## src/rtl/cptd_pkg.sv

```systemverilog
// Package for the cyclic priority task dispatcher.
// Field widths, register map constants and the priority chain link type.
// No dependencies; imported by the interfaces and every module.
package cptd_pkg;

  localparam int TICK_W    = 32;  // tick counter and deadline width
  localparam int PERIOD_W  = 32;  // period register width
  localparam int TIDX_W    = 2;   // reported task index width
  localparam int NUM_REGS  = 4;   // period registers in the map
  localparam int CFG_IDX_W = 2;   // register index width
  localparam int CFG_DATA_W = 32; // widest register

  localparam logic [PERIOD_W-1:0] PERIOD_RST = PERIOD_W'(1);

  // Link handed from one cell to the next, towards lower priority
  typedef struct packed {
    logic              taken;  // a higher priority task is already due
    logic [TIDX_W-1:0] idx;    // index of the task that claimed the poll
  } chain_t;

endpackage

```

## src/rtl/cptd_if.sv

```systemverilog
// Handshake interfaces for the dispatcher's poll and result channels.
// Depends on cptd_pkg for the field widths.
interface cptd_in_if
  import cptd_pkg::*;
();
  logic              valid;
  logic              ready;
  logic [TICK_W-1:0] now_tick;
  logic              shutdown_req;

  modport source(output valid, now_tick, shutdown_req, input ready);
  modport sink(input valid, now_tick, shutdown_req, output ready);
endinterface

interface cptd_out_if
  import cptd_pkg::*;
();
  logic              valid;
  logic              ready;
  logic              task_run;
  logic [TIDX_W-1:0] task_index;
  logic              idle_run;
  logic              halt;

  modport source(output valid, task_run, task_index, idle_run, halt, input ready);
  modport sink(input valid, task_run, task_index, idle_run, halt, output ready);
endinterface

```

## src/rtl/cptd_cell.sv

```systemverilog
// One task cell: period and deadline registers, due test and priority link.
// Depends on cptd_pkg; instantiated in a row by the dispatcher top level.
module cptd_cell
  import cptd_pkg::*;
#(
  parameter int CELL_ID = 0
) (
  input  logic                  clk,
  input  logic                  rst_n,
  input  logic                  cfg_we,
  input  logic [CFG_IDX_W-1:0]  cfg_index,
  input  logic [CFG_DATA_W-1:0] cfg_data,
  input  logic [TICK_W-1:0]     now_tick,
  input  logic                  step,
  input  chain_t                chain_i,
  output chain_t                chain_o
);

  localparam logic [TIDX_W-1:0] IDX_CODE = TIDX_W'(CELL_ID % 4);
  localparam bit WRITABLE = (CELL_ID < NUM_REGS);
  localparam logic [CFG_IDX_W-1:0] REG_IDX = CFG_IDX_W'(CELL_ID % NUM_REGS);

  logic [PERIOD_W-1:0] period_r, period_nxt;
  logic [TICK_W-1:0]   deadline_r, deadline_nxt;
  logic [TICK_W-1:0]   diff;
  logic                due;
  logic                take;

  // Half-range due test: deadline reached when now - deadline is non-negative
  assign diff = now_tick - deadline_r;
  assign due  = ~diff[TICK_W-1];
  assign take = due & ~chain_i.taken;

  // Priority link to the next cell
  always_comb begin
    chain_o.taken = chain_i.taken | due;
    chain_o.idx   = take ? IDX_CODE : chain_i.idx;
  end

  // Next state for period and deadline
  always_comb begin
    period_nxt   = period_r;
    deadline_nxt = deadline_r;
    if (WRITABLE && cfg_we && (cfg_index == REG_IDX)) begin
      period_nxt = cfg_data[PERIOD_W-1:0];
    end
    if (step && take) begin
      deadline_nxt = deadline_r + period_r;
    end
  end

  always_ff @(posedge clk) begin
    if (!rst_n) begin
      period_r   <= PERIOD_RST;
      deadline_r <= '0;
    end else begin
      period_r   <= period_nxt;
      deadline_r <= deadline_nxt;
    end
  end

endmodule

```

## src/rtl/cyclic_priority_task_dispatcher.sv

```systemverilog
// Cyclic priority task dispatcher top level.
// Depends on cptd_pkg, cptd_if (cptd_in_if, cptd_out_if) and cptd_cell.
//
// Usage:
//  - in_ch carries one scheduler poll per transaction: now_tick and
//    shutdown_req. out_ch returns exactly one result per poll: task_run,
//    task_index, idle_run and halt.
//  - The result of a poll accepted at a clock edge is registered at that
//    edge and held in the output register.
//  - Throughput is one poll per cycle while the receiver does not stall.
//    The row of task cells decides the due task and advances its deadline
//    as the poll is accepted; the next poll sees the new deadlines at once.
//  - A new poll is taken while the output register is empty or being
//    emptied in the same cycle; if the receiver stalls with a result
//    waiting, in_ch.ready drops until that result is taken.
//  - Period registers are written through cfg_we / cfg_index / cfg_data,
//    one register per cycle, with no read-back.
//  - Synchronous reset sets every period to 1, every deadline to 0, clears
//    the halted state and empties the output register. Only reset leaves
//    the halted state.
module cyclic_priority_task_dispatcher
  import cptd_pkg::*;
#(
  parameter int TASKS = 4
) (
  input  logic                  clk,
  input  logic                  rst_n,
  cptd_in_if.sink               in_ch,
  cptd_out_if.source            out_ch,
  input  logic                  cfg_we,
  input  logic [CFG_IDX_W-1:0]  cfg_index,
  input  logic [CFG_DATA_W-1:0] cfg_data
);

  chain_t chain [TASKS+1];

  logic              accept;
  logic              step;
  logic              halted_r, halted_nxt;
  logic              out_valid_r, out_valid_nxt;
  logic              task_run_r, task_run_nxt;
  logic [TIDX_W-1:0] task_index_r, task_index_nxt;
  logic              idle_run_r, idle_run_nxt;
  logic              halt_r, halt_nxt;

  // Transaction handshake on the poll channel
  assign in_ch.ready = ~out_valid_r | out_ch.ready;
  assign accept      = in_ch.valid & in_ch.ready;
  assign step        = accept & ~halted_r;

  // Row of task cells, task 0 at the head of the chain
  assign chain[0] = '{taken: 1'b0, idx: '0};

  for (genvar g = 0; g < TASKS; g++) begin : g_cell
    cptd_cell #(
      .CELL_ID(g)
    ) u_cell (
      .clk      (clk),
      .rst_n    (rst_n),
      .cfg_we   (cfg_we),
      .cfg_index(cfg_index),
      .cfg_data (cfg_data),
      .now_tick (in_ch.now_tick),
      .step     (step),
      .chain_i  (chain[g]),
      .chain_o  (chain[g+1])
    );
  end

  // Result and halted state
  always_comb begin
    halted_nxt     = halted_r;
    out_valid_nxt  = out_valid_r;
    task_run_nxt   = task_run_r;
    task_index_nxt = task_index_r;
    idle_run_nxt   = idle_run_r;
    halt_nxt       = halt_r;
    if (accept) begin
      out_valid_nxt = 1'b1;
      if (halted_r) begin
        task_run_nxt   = 1'b0;
        task_index_nxt = '0;
        idle_run_nxt   = 1'b0;
        halt_nxt       = 1'b1;
      end else begin
        task_run_nxt   = chain[TASKS].taken;
        task_index_nxt = chain[TASKS].idx;
        idle_run_nxt   = ~chain[TASKS].taken & ~in_ch.shutdown_req;
        halt_nxt       = in_ch.shutdown_req;
        halted_nxt     = in_ch.shutdown_req;
      end
    end else if (out_ch.ready) begin
      out_valid_nxt = 1'b0;
    end
  end

  always_ff @(posedge clk) begin
    if (!rst_n) begin
      halted_r    <= 1'b0;
      out_valid_r <= 1'b0;
    end else begin
      halted_r    <= halted_nxt;
      out_valid_r <= out_valid_nxt;
    end
  end

  // Output payload register
  always_ff @(posedge clk) begin
    task_run_r   <= task_run_nxt;
    task_index_r <= task_index_nxt;
    idle_run_r   <= idle_run_nxt;
    halt_r       <= halt_nxt;
  end

  assign out_ch.valid      = out_valid_r;
  assign out_ch.task_run   = task_run_r;
  assign out_ch.task_index = task_index_r;
  assign out_ch.idle_run   = idle_run_r;
  assign out_ch.halt       = halt_r;

  // Checks
  a_run_idle_excl: assert property (@(posedge clk) disable iff (!rst_n)
    out_ch.valid |-> !(out_ch.task_run && out_ch.idle_run))
    else $error("task and idle dispatched together");

  a_halt_sticky: assert property (@(posedge clk) disable iff (!rst_n)
    halted_r |=> halted_r)
    else $error("halted state left without reset");

  a_halted_result: assert property (@(posedge clk) disable iff (!rst_n)
    (accept && halted_r) |=> (out_ch.valid && out_ch.halt && !out_ch.task_run
                              && !out_ch.idle_run))
    else $error("poll while halted gave a dispatch");

  a_ready_when_empty: assert property (@(posedge clk) disable iff (!rst_n)
    !out_valid_r |-> in_ch.ready)
    else $error("poll refused with empty output register");

endmodule

```

## src/flat_wrapper.sv

```systemverilog
// flat-port wrapper written by rule: the top's interface ports become plain ports
module cyclic_priority_task_dispatcher_flat import cptd_pkg::*;
#(
  parameter int TASKS = 4
)
  (clk, rst_n, cfg_we, cfg_index, cfg_data, in_ch_valid, in_ch_now_tick, in_ch_shutdown_req, in_ch_ready, out_ch_valid, out_ch_task_run, out_ch_task_index, out_ch_idle_run, out_ch_halt, out_ch_ready);
  cptd_in_if in_ch_i ();
  cptd_out_if out_ch_i ();
  input  logic clk;
  input  logic rst_n;
  input  logic cfg_we;
  input  logic [CFG_IDX_W-1:0] cfg_index;
  input  logic [CFG_DATA_W-1:0] cfg_data;
  input wire logic [$bits(in_ch_i.valid)-1:0] in_ch_valid;
  input wire logic [$bits(in_ch_i.now_tick)-1:0] in_ch_now_tick;
  input wire logic [$bits(in_ch_i.shutdown_req)-1:0] in_ch_shutdown_req;
  output wire logic [$bits(in_ch_i.ready)-1:0] in_ch_ready;
  output wire logic [$bits(out_ch_i.valid)-1:0] out_ch_valid;
  output wire logic [$bits(out_ch_i.task_run)-1:0] out_ch_task_run;
  output wire logic [$bits(out_ch_i.task_index)-1:0] out_ch_task_index;
  output wire logic [$bits(out_ch_i.idle_run)-1:0] out_ch_idle_run;
  output wire logic [$bits(out_ch_i.halt)-1:0] out_ch_halt;
  input wire logic [$bits(out_ch_i.ready)-1:0] out_ch_ready;
  assign in_ch_i.valid = in_ch_valid;
  assign in_ch_i.now_tick = in_ch_now_tick;
  assign in_ch_i.shutdown_req = in_ch_shutdown_req;
  assign in_ch_ready = in_ch_i.ready;
  assign out_ch_valid = out_ch_i.valid;
  assign out_ch_task_run = out_ch_i.task_run;
  assign out_ch_task_index = out_ch_i.task_index;
  assign out_ch_idle_run = out_ch_i.idle_run;
  assign out_ch_halt = out_ch_i.halt;
  assign out_ch_i.ready = out_ch_ready;
  cyclic_priority_task_dispatcher #(.TASKS(TASKS)) u_core (.clk(clk), .rst_n(rst_n), .in_ch(in_ch_i), .out_ch(out_ch_i), .cfg_we(cfg_we), .cfg_index(cfg_index), .cfg_data(cfg_data));
endmodule
```

## config.mk

```make
export PLATFORM = sky130hd
export DESIGN_NAME = cyclic_priority_task_dispatcher_flat
export DESIGN_NICKNAME = d
export VERILOG_FILES = /design/src/rtl/cptd_pkg.sv /design/src/rtl/cptd_if.sv /design/src/rtl/cptd_cell.sv /design/src/rtl/cyclic_priority_task_dispatcher.sv /design/src/flat_wrapper.sv
export SDC_FILE = /design/constraint.sdc
export NUM_CORES = 1
export LEC_CHECK = 0
export BUFFER_PORTS_ARGS = -buffer_cell sky130_fd_sc_hd__buf_2
export CORE_MARGIN = 2
export CORE_UTILIZATION = 64
export DETAILED_ROUTE_END_ITERATION = 8
export HOLD_SLACK_MARGIN = 0.03
export PLACE_DENSITY = 0.8
export RECOVER_POWER = 50
export SLEW_MARGIN = 20
export SYNTH_ARGS = -nofsm -noshare
export SYNTH_HDL_FRONTEND = slang
export SYNTH_HIERARCHICAL = 1
export SYNTH_SLANG_ARGS = --single-unit
```

## constraint.sdc

```tcl
create_clock -name clk -period 4.6 [get_ports clk]
set_input_delay 0.92 -clock clk [delete_from_list [all_inputs] [get_ports clk]]
set_output_delay 0.92 -clock clk [all_outputs]
set_load 0.03 [all_outputs]
```

==> summary.txt, run 1 <==
Timing
  • RSZ-0062 raised after global routing: false
  • Max Slew Vio Count: 280
  • Count of final hold-check violations: 0
  • FMAX: around 240 MHz
  • Worst slew pin tran: between 2 and 3 ns
  • # setup viols final: 0
  • Final clock skew: approximately 0.013 ns
  • Crit share post-route: about 92%
  • Period minus WS final: roughly 4.2 ns
  • Setup_tns: 0 ns
  • Max-slew headroom: -81.0%

Power
  • Psw: between 1 and 1.5 mW
  • Static leakage: between 8 and 9 nW
  • P_int: just over 4 mW
  • Clock power frac: ~45%
  • Overall power: 5.52 mW
  • Net Sw Frac: a little over a quarter
  • Power share of the combinational group: a little under an eighth
  • Sequential power share: 43.0%
  • PD cells: between 200 and 300 nW/um^2
  • Max VDD drop: between 0.3 and 0.4 mV

Worst setup path
  • Worst R2R Start: u_core/g_cell[0].u_cell/deadline_r[22]
  • Critical Path Fanout Max: 18
  • Worst path top cell family by delay: simple AND/OR/NAND/NOR gates
  • CP max-delay cell: or3b_2
  • Startpoint types: flop
  • Worst Setup Path Type: reg2reg
  • WP buf/inv: 3
  • Reg-to-Reg End: u_core/g_cell[2].u_cell/deadline_r[27]
  • CP required: 5.10 ns
  • CP Capture Type: flop
  • Flop2flop setup slack: around 0.39 ns
  • Worst endpoint data arrival time: 4.71 ns
  • Cells along the critical path: inv_1, ha_1, nand4_1, nor4_1, buf_4, o211ai_1, a21oi_1, nor3_1, xor2_1, nand2b_1, nand2b_1, or3b_2, mux2i_4, buf_12, nand3b_1, mux2_4, o21ai_2
  • Most used cell, CP: nand2b_1
  • CP max stage delay: around 0.52 ns
  • Reg2Reg Depth: 17

Placed design
  • Final GP Congestion: between 0.9 and 1
  • Hpwl dp: about 42000 um
  • IO Port Bufs: between 70 and 80

Synthesis
  • Seq cells post-synth: between 200 and 300
  • Synth unique cells: 89
  • Ys flop type: dfxtp_1
  • Synth top area cells: dfxtp_1 27%, ha_1 16%, nand2_1 8.3%
  • Synth warnings: 6
  • Area leader, netlist: dfxtp_1
  • Synth top area share: approximately 27%
  • Number of synthesized flops with an enable pin: 5
  • Sequential area share after synthesis: between 20% and 30%
  • Async set or reset register ratio after synthesis: 0%
  • Post-synthesis cell area: around 19000 sq um
  • Synthesized area per cell: 8.03 sq um
  • Post-Syn Instances: 2398

Clocking
  • Clock latency on the worst-skew pair: about 0.57 ns
  • Clk slew on worst S/H paths: 0.06 ns
  • CTS Sinks: between 200 and 300
  • Post-cts sizing count: 0
  • Post-CTS Setup Inserts: 0
  • Total CTS buffers: 31
  • Max clock buf depth: 3
  • CTS Root Cell: clkbuf_16
  • Max H-tree Level: 1
  • CTS tree: done
  • Hold-fix buffers, CTS: 0

Global route
  • First-pass GRT wire length: between 80000 and 90000 um
  • Antenna violations before repair: 4
  • All-layer global routing usage: about a third
  • Congestion Overflow GR: 0
  • Vias in the first global route: roughly 17000
  • Largest net degree at the start of global routing: ~110

Floorplanning
  • Die Area: roughly 31000 sq um
  • I/O pins: slightly below 80
  • Initial core utilization: 64.9%
  • # rows: 63
  • Die Y: between 150 and 200 um
  • Core area: 29600 sq um
  • Die width: ~180 um

Layout
  • FF+latch area: roughly 5300 sq um
  • Fill count: around 2400
  • Final net count: about 2800
  • Layout cells sized above 1: 8.05%
  • Synth-to-layout area growth: 9.00%
  • Multi-input logic area: roughly 13000 sq um

Routing
  • Detailed Route Iter0 Violations: between 1500 and 2000
  • Post-Route WL: between 50000 and 60000 um
  • Routed Antenna Nets: 0
  • Via count: approximately 18000
  • Via density: roughly 6.1
  • WL per Instance: approximately 19 um
  • DRC Markers: 0
  • First drt pass iteration count: 8

Min path
  • HP Class: reg2reg
  • End of the worst hold path: u_core/g_cell[3].u_cell/period_r[21]
  • HP Start: u_core/g_cell[3].u_cell/period_r[21]
  • WHS Path Cells: 2

Run
  • Max-cap violation count: 5

Run status
  • Failing checks: max-capacitance violations, max-slew violations
  • Status: complete, but fails checks
-- worst max path at each step --
stage,cells after the start,to,from,slack (ns)
finish,17,u_core/g_cell[2].u_cell/deadline_r[27],u_core/g_cell[0].u_cell/deadline_r[22],0.39
global route,16,u_core/g_cell[2].u_cell/deadline_r[30],u_core/g_cell[0].u_cell/deadline_r[22],0.24
CTS,16,u_core/g_cell[2].u_cell/deadline_r[3],u_core/g_cell[0].u_cell/deadline_r[22],0.59
detailed placement,16,u_core/g_cell[2].u_cell/deadline_r[11],in_ch_now_tick[22],0.03
global placement,16,u_core/g_cell[2].u_cell/deadline_r[3],in_ch_now_tick[22],0.23
floorplan,15,u_core/g_cell[2].u_cell/deadline_r[27],in_ch_now_tick[28],0.68
-- kinds of logic (layout without fill, tap and decap cells) --
group / after synthesis / count (layout) / synth area share, %
mux: 71 / 71 / 3.91
buf+inv: 236 / 305 / 4.91
compound gates: 652 / 652 / 22.6
other cells: 1 / 9 / 0.0195
xor+xnor: 93 / 93 / 4.23
flops: 263 / 263 / 27.6
simple gates: 834 / 834 / 20.4
fa+ha+maj: 248 / 248 / 16.3
-- metal layers --
| metal | GRT usage (%) | routed length (um) | part of all wire (%) | up-vias |
|---|---|---|---|---|
| met2 | 58.2 | 25500 | 46 | 599 |
| met1 | 44.8 | 23700 | 43 | 8193 |
| met5 | 0 | 13 | 0.023 | - |
| li1 | - | - | - | 8585 |
| met3 | 4.22 | 3270 | 5.9 | 158 |
| met4 | 17.7 | 3130 | 5.6 | 2 |
-- flip-flops by register name, indices dropped and copies added, names as in the netlist --
signal / flops
u_core/g_cell.u_cell/deadline_r: 128
u_core/g_cell.u_cell/period_r: 128
u_core/halted_r: 1
u_core/out_ch.halt: 1
u_core/out_ch.idle_run: 1
u_core/out_ch.task_index: 2
u_core/out_ch.task_run: 1
u_core/out_ch.valid: 1
-- cell type report --
type / count / area share [%]
multi-input combinational: 1904 / 62.0
inverter: 148 / 2.65
antenna: 3 / 0.0358
tap: 390 / 2.33
timing repair buffer: 101 / 2.76
clock inverter: 13 / 0.704
sequential: 263 / 25.3
clock buffer: 43 / 4.20
-- worst register-to-register path, stage by stage (launching register included) --
cell      delay [ns]
dfxtp_1         0.36
inv_1           0.13
ha_1            0.34
nand4_1         0.14
nor4_1          0.32
buf_4           0.20
o211ai_1        0.09
a21oi_1         0.36
nor3_1          0.10
xor2_1          0.23
nand2b_1        0.15
nand2b_1        0.20
or3b_2          0.52
mux2i_4         0.25
buf_12          0.20
nand3b_1        0.11
mux2_4          0.37
o21ai_2         0.06
-- power groups by stage --
stage | clock network, mW | logic (mW) | registers [mW]
floorplan | 0 | 0.410 | 2.42
global placement | 0 | 0.606 | 2.42
detailed placement | 0 | 0.627 | 2.42
CTS | 2.53 | 0.634 | 2.37
global route | 2.63 | 0.706 | 2.38
finish | 2.50 | 0.641 | 2.38
-- cells in the final DEF (no fill, tap or decap), drive strengths merged, types with 7 or more instances in the layout --
master  netlist  final
nand2       428    428
dfxtp       258    258
ha          244    244
a21oi       243    243
inv         148    149
nor2        105    105
buf          18     92
o21ai        87     87
a21o         76     76
nor2b        73     73
a21boi       69     69
mux2i        67     67
clkbuf       70     52
xnor2        51     51
xor2         42     42
nand4        38     38
nand3        36     36
nor3         28     28
nand2b       26     26
a211oi       26     26
and3         23     23
o21bai       17     17
nand3b       15     15
a31oi        14     14
o211ai       14     14
or3          13     13
o21a         12     12
a211o        11     11
o22ai        11     11
and2         10     10
or2           9      9
o211a         8      8
clkinv        0      8
and4          8      8
o221ai        7      7
-- cell usage after synthesis, drive strengths merged (7+ instances only) --
cell / number
a211o: 11
a21boi: 69
ha: 244
dfxtp: 258
o21bai: 17
o221ai: 7
buf: 18
nand3b: 15
nand4: 38
o211a: 8
o21a: 12
xor2: 42
a211oi: 26
o22ai: 11
nand2: 428
and3: 23
or2: 9
mux2i: 67
inv: 148
nor2b: 73
nand2b: 26
o211ai: 14
nand3: 36
or3: 13
o21ai: 87
and2: 10
nor2: 105
a21o: 76
xnor2: 51
clkbuf: 70
a21oi: 243
nor3: 28
a31oi: 14
and4: 8
-- through the flow --
stage               instances  hold WS, ns  cell area, sq um  util (%)  worst slack [ns]
detailed placement       2806        0.453             20000      67.5            0.0335
finish                   2865        0.466             21000      70.8             0.388
global placement         2806        0.449             20000      67.5             0.226
floorplan                2403        0.441             19300         -             0.685
global route             2865        0.487             21000      70.8             0.244
CTS                      2862        0.465             21000      70.9             0.593
Note: power is estimated with default switching activity, not from simulation.
==> run 2, diff against run 1 <==
--- a/config.mk
+++ b/config.mk
@@ -6,12 +6,10 @@
 export NUM_CORES = 1
 export LEC_CHECK = 0
 export BUFFER_PORTS_ARGS = -buffer_cell sky130_fd_sc_hd__buf_2
-export CORE_MARGIN = 2
 export CORE_UTILIZATION = 64
 export DETAILED_ROUTE_END_ITERATION = 8
 export HOLD_SLACK_MARGIN = 0.03
 export PLACE_DENSITY = 0.8
-export RECOVER_POWER = 50
 export SLEW_MARGIN = 20
 export SYNTH_ARGS = -nofsm -noshare
 export SYNTH_HDL_FRONTEND = slang
==> summary.txt, run 2 (synthesis gave the netlist of run 1 again) <==
Run status
  • Status: finished clean

Clocking
  • Clock latency on the worst-skew pair: 0.53 ns (-0.04 ns)
  • Max H-tree Level: 2 (+1)
  • Post-CTS Setup Inserts: 0 (unchanged)
  • Total CTS buffers: 34 (+9.7%)
  • CTS tree: done
  • Clk slew on worst S/H paths: 0.06 ns (about the same)
  • CTS Sinks: 263 (unchanged)
  • CTS Root Cell: clkbuf_16
  • Max clock buf depth: 3 (unchanged)
  • Post-cts sizing count: 0 (unchanged)
  • Hold-fix buffers, CTS: 0 (unchanged)

Floorplanning
  • Initial core utilization: 64.9% (unchanged)
  • Core area: 29600 sq um (unchanged)
  • Die width: 175 um (-1.1%)
  • Die Area: 30800 sq um (-2.2%)
  • # rows: 63 (unchanged)
  • I/O pins: 79 (unchanged)
  • Die Y: 175 um (-1.1%)

Global route
  • Vias in the first global route: 16700 (-0.28%)
  • Antenna violations before repair: 3 (-1)
  • All-layer global routing usage: 35.5% (+0.48 points)
  • First-pass GRT wire length: 87000 um (-0.83%)
  • Congestion Overflow GR: 0 (unchanged)
  • Largest net degree at the start of global routing: 74 (-35%)

Placed design
  • IO Port Bufs: 78 (unchanged)
  • Final GP Congestion: 0.953 (+2.0%)
  • Hpwl dp: 41400 um (-1.5%)
  • Cell area after placement: 20000 sq um (about the same)

Min path
  • HP Class: reg2reg
  • HP Start: u_core/g_cell[0].u_cell/period_r[11]
  • End of the worst hold path: u_core/g_cell[0].u_cell/period_r[11]
  • WHS Path Cells: 2 (unchanged)

Power
  • P_int: 4.19 mW (+2.9%)
  • PD cells: 269 nW/um^2 (+2.2%)
  • Clock power frac: 46.9% (+1.5 points)
  • Net Sw Frac: 26.3% (about the same)
  • Static leakage: 8.84 nW (+0.89%)
  • Max VDD drop: 0.257 mV (-15%)
  • Sequential power share: 41.8% (-1.2 points)
  • Overall power: 5.68 mW (+2.9%)
  • Power share of the combinational group: 11.3% (-0.3 points)
  • Psw: 1.49 mW (+2.9%)

Timing
  • RSZ-0062 raised after global routing: false
  • Final clock skew: 0.0263 ns (+0.0138 ns)
  • FMAX: 242 MHz (+2.1%)
  • # setup viols final: 0 (unchanged)
  • Worst slew pin tran: 0.824 ns (-1.89 ns)
  • Max Slew Vio Count: 0 (-100%)
  • Setup_tns: 0 ns (unchanged)
  • WHS: 0.462 ns (-0.00410 ns)
  • Max-slew headroom: 45.0% (+130 points)
  • Period minus WS final: 4.13 ns (-0.0848 ns)
  • Count of final hold-check violations: 0 (unchanged)
  • Crit share post-route: 89.7% (-1.8 points)

Layout
  • Final net count: 2774 (+0.18%)
  • Commonest cells after routing, fill and taps aside: 428 x nand2_1, 258 x dfxtp_1, 244 x ha_1, 234 x a21oi_1, 147 x inv_1
  • Synth-to-layout area growth: 9.74%
  • Layout cells sized above 1: 8.76% (+0.71 points)
  • Commonest non-fill, non-tap cell in the layout: nand2_1
  • Final Core Density: 71.3% (+0.48 points)
  • Design area: 21100 sq um (+0.67%)

Worst setup path
  • Critical Path Fanout Max: 19 (+1)
  • CP Capture Type: flop
  • Worst endpoint data arrival time: 4.55 ns (-0.16 ns)
  • Startpoint types: input pin
  • Worst Setup Path Type: in2reg
  • Worst R2R Start: u_core/g_cell[0].u_cell/deadline_r[22]
  • Flop2flop setup slack: 0.52 ns (+0.13 ns)
  • Reg2Reg Depth: 16 (-1)
  • Reg-to-Reg End: u_core/g_cell[2].u_cell/deadline_r[9]
  • CP required: 5.02 ns (-0.08 ns)

Routing
  • First drt pass iteration count: 6 (-2)
  • Detailed Route Iter0 Violations: 1510 (-5.1%)
  • WL per Instance: 19.3 um (-0.75%)
  • Via count: 17700 (+0.85%)
  • DRC Markers: 0 (unchanged)
  • Post-Route WL: 55300 um (-0.61%)
  • Via density: 6.16 (+0.71%)
  • Routed Antenna Nets: 0 (unchanged)

Run
  • Max-cap violation count: 0 (-5)
## run 2: cell types whose count changed in the layout (fill, tap and decap cells not counted), sizes merged
cell      previous run  this run
buf                 92       103
clkbuf              52        48
bufinv               3         2
clkinv               8         4
clkinvlp             1         5
diode                3         1
## run 2: metal layers
metal / track usage [%] / vias to the layer above / part of all wire (%)
met2: 58.7 / 670 / 45
met5: 0 / - / 0.047
met1: 45.7 / 8268 / 43
li1: - / 8590 / -
met3: 4.61 / 154 / 6.7
met4: 17.2 / 4 / 5.2
## run 2: critical path, stage by stage
cell,delay [ns]
buf_2,0.14
ha_1,0.33
nand4_1,0.17
nor4_1,0.34
buf_4,0.20
o211ai_1,0.08
a21oi_1,0.36
nor3_1,0.10
xor2_1,0.19
nand2b_1,0.13
nand2b_1,0.20
or3b_2,0.50
mux2i_4,0.22
buf_4,0.36
mux2i_1,0.24
nor2b_1,0.07
## run 2: stage by stage
stage               instances  worst slack [ns]
finish                   2869             0.473
global route             2869             0.273
CTS                      2868             0.563
detailed placement       2808            0.0381
global placement         2808             0.118
floorplan                2403             0.685
## run 2: layout make-up
cell class,count,area (sq um)
antenna,1,2.50
clock buffer,48,985
clock inverter,12,126
fill,2430,8520
inverter,148,556
multi-input combinational,1904,13000
sequential,263,5320
tap,390,488
timing repair buffer,103,631
## run 2: worst max path at each step
stage | end | start | slack (ns) | cells past startpoint
floorplan | u_core/g_cell[2].u_cell/deadline_r[27] | in_ch_now_tick[28] | 0.68 | 15
global placement | u_core/g_cell[2].u_cell/deadline_r[7] | in_ch_now_tick[22] | 0.12 | 16
detailed placement | u_core/g_cell[2].u_cell/deadline_r[9] | in_ch_now_tick[25] | 0.04 | 16
CTS | u_core/g_cell[2].u_cell/deadline_r[9] | in_ch_now_tick[25] | 0.56 | 16
global route | u_core/g_cell[2].u_cell/deadline_r[14] | in_ch_now_tick[25] | 0.27 | 16
finish | u_core/g_cell[2].u_cell/deadline_r[9] | in_ch_now_tick[22] | 0.47 | 16
## run 2: power by group through the flow
stage | clock network [mW] | registers, mW | logic [mW]
after floorplan | 0 | 2.42 | 0.410
after global placement | 0 | 2.42 | 0.605
after detailed placement | 0 | 2.42 | 0.628
after CTS | 2.69 | 2.37 | 0.634
after global routing | 2.79 | 2.38 | 0.704
final | 2.66 | 2.38 | 0.644
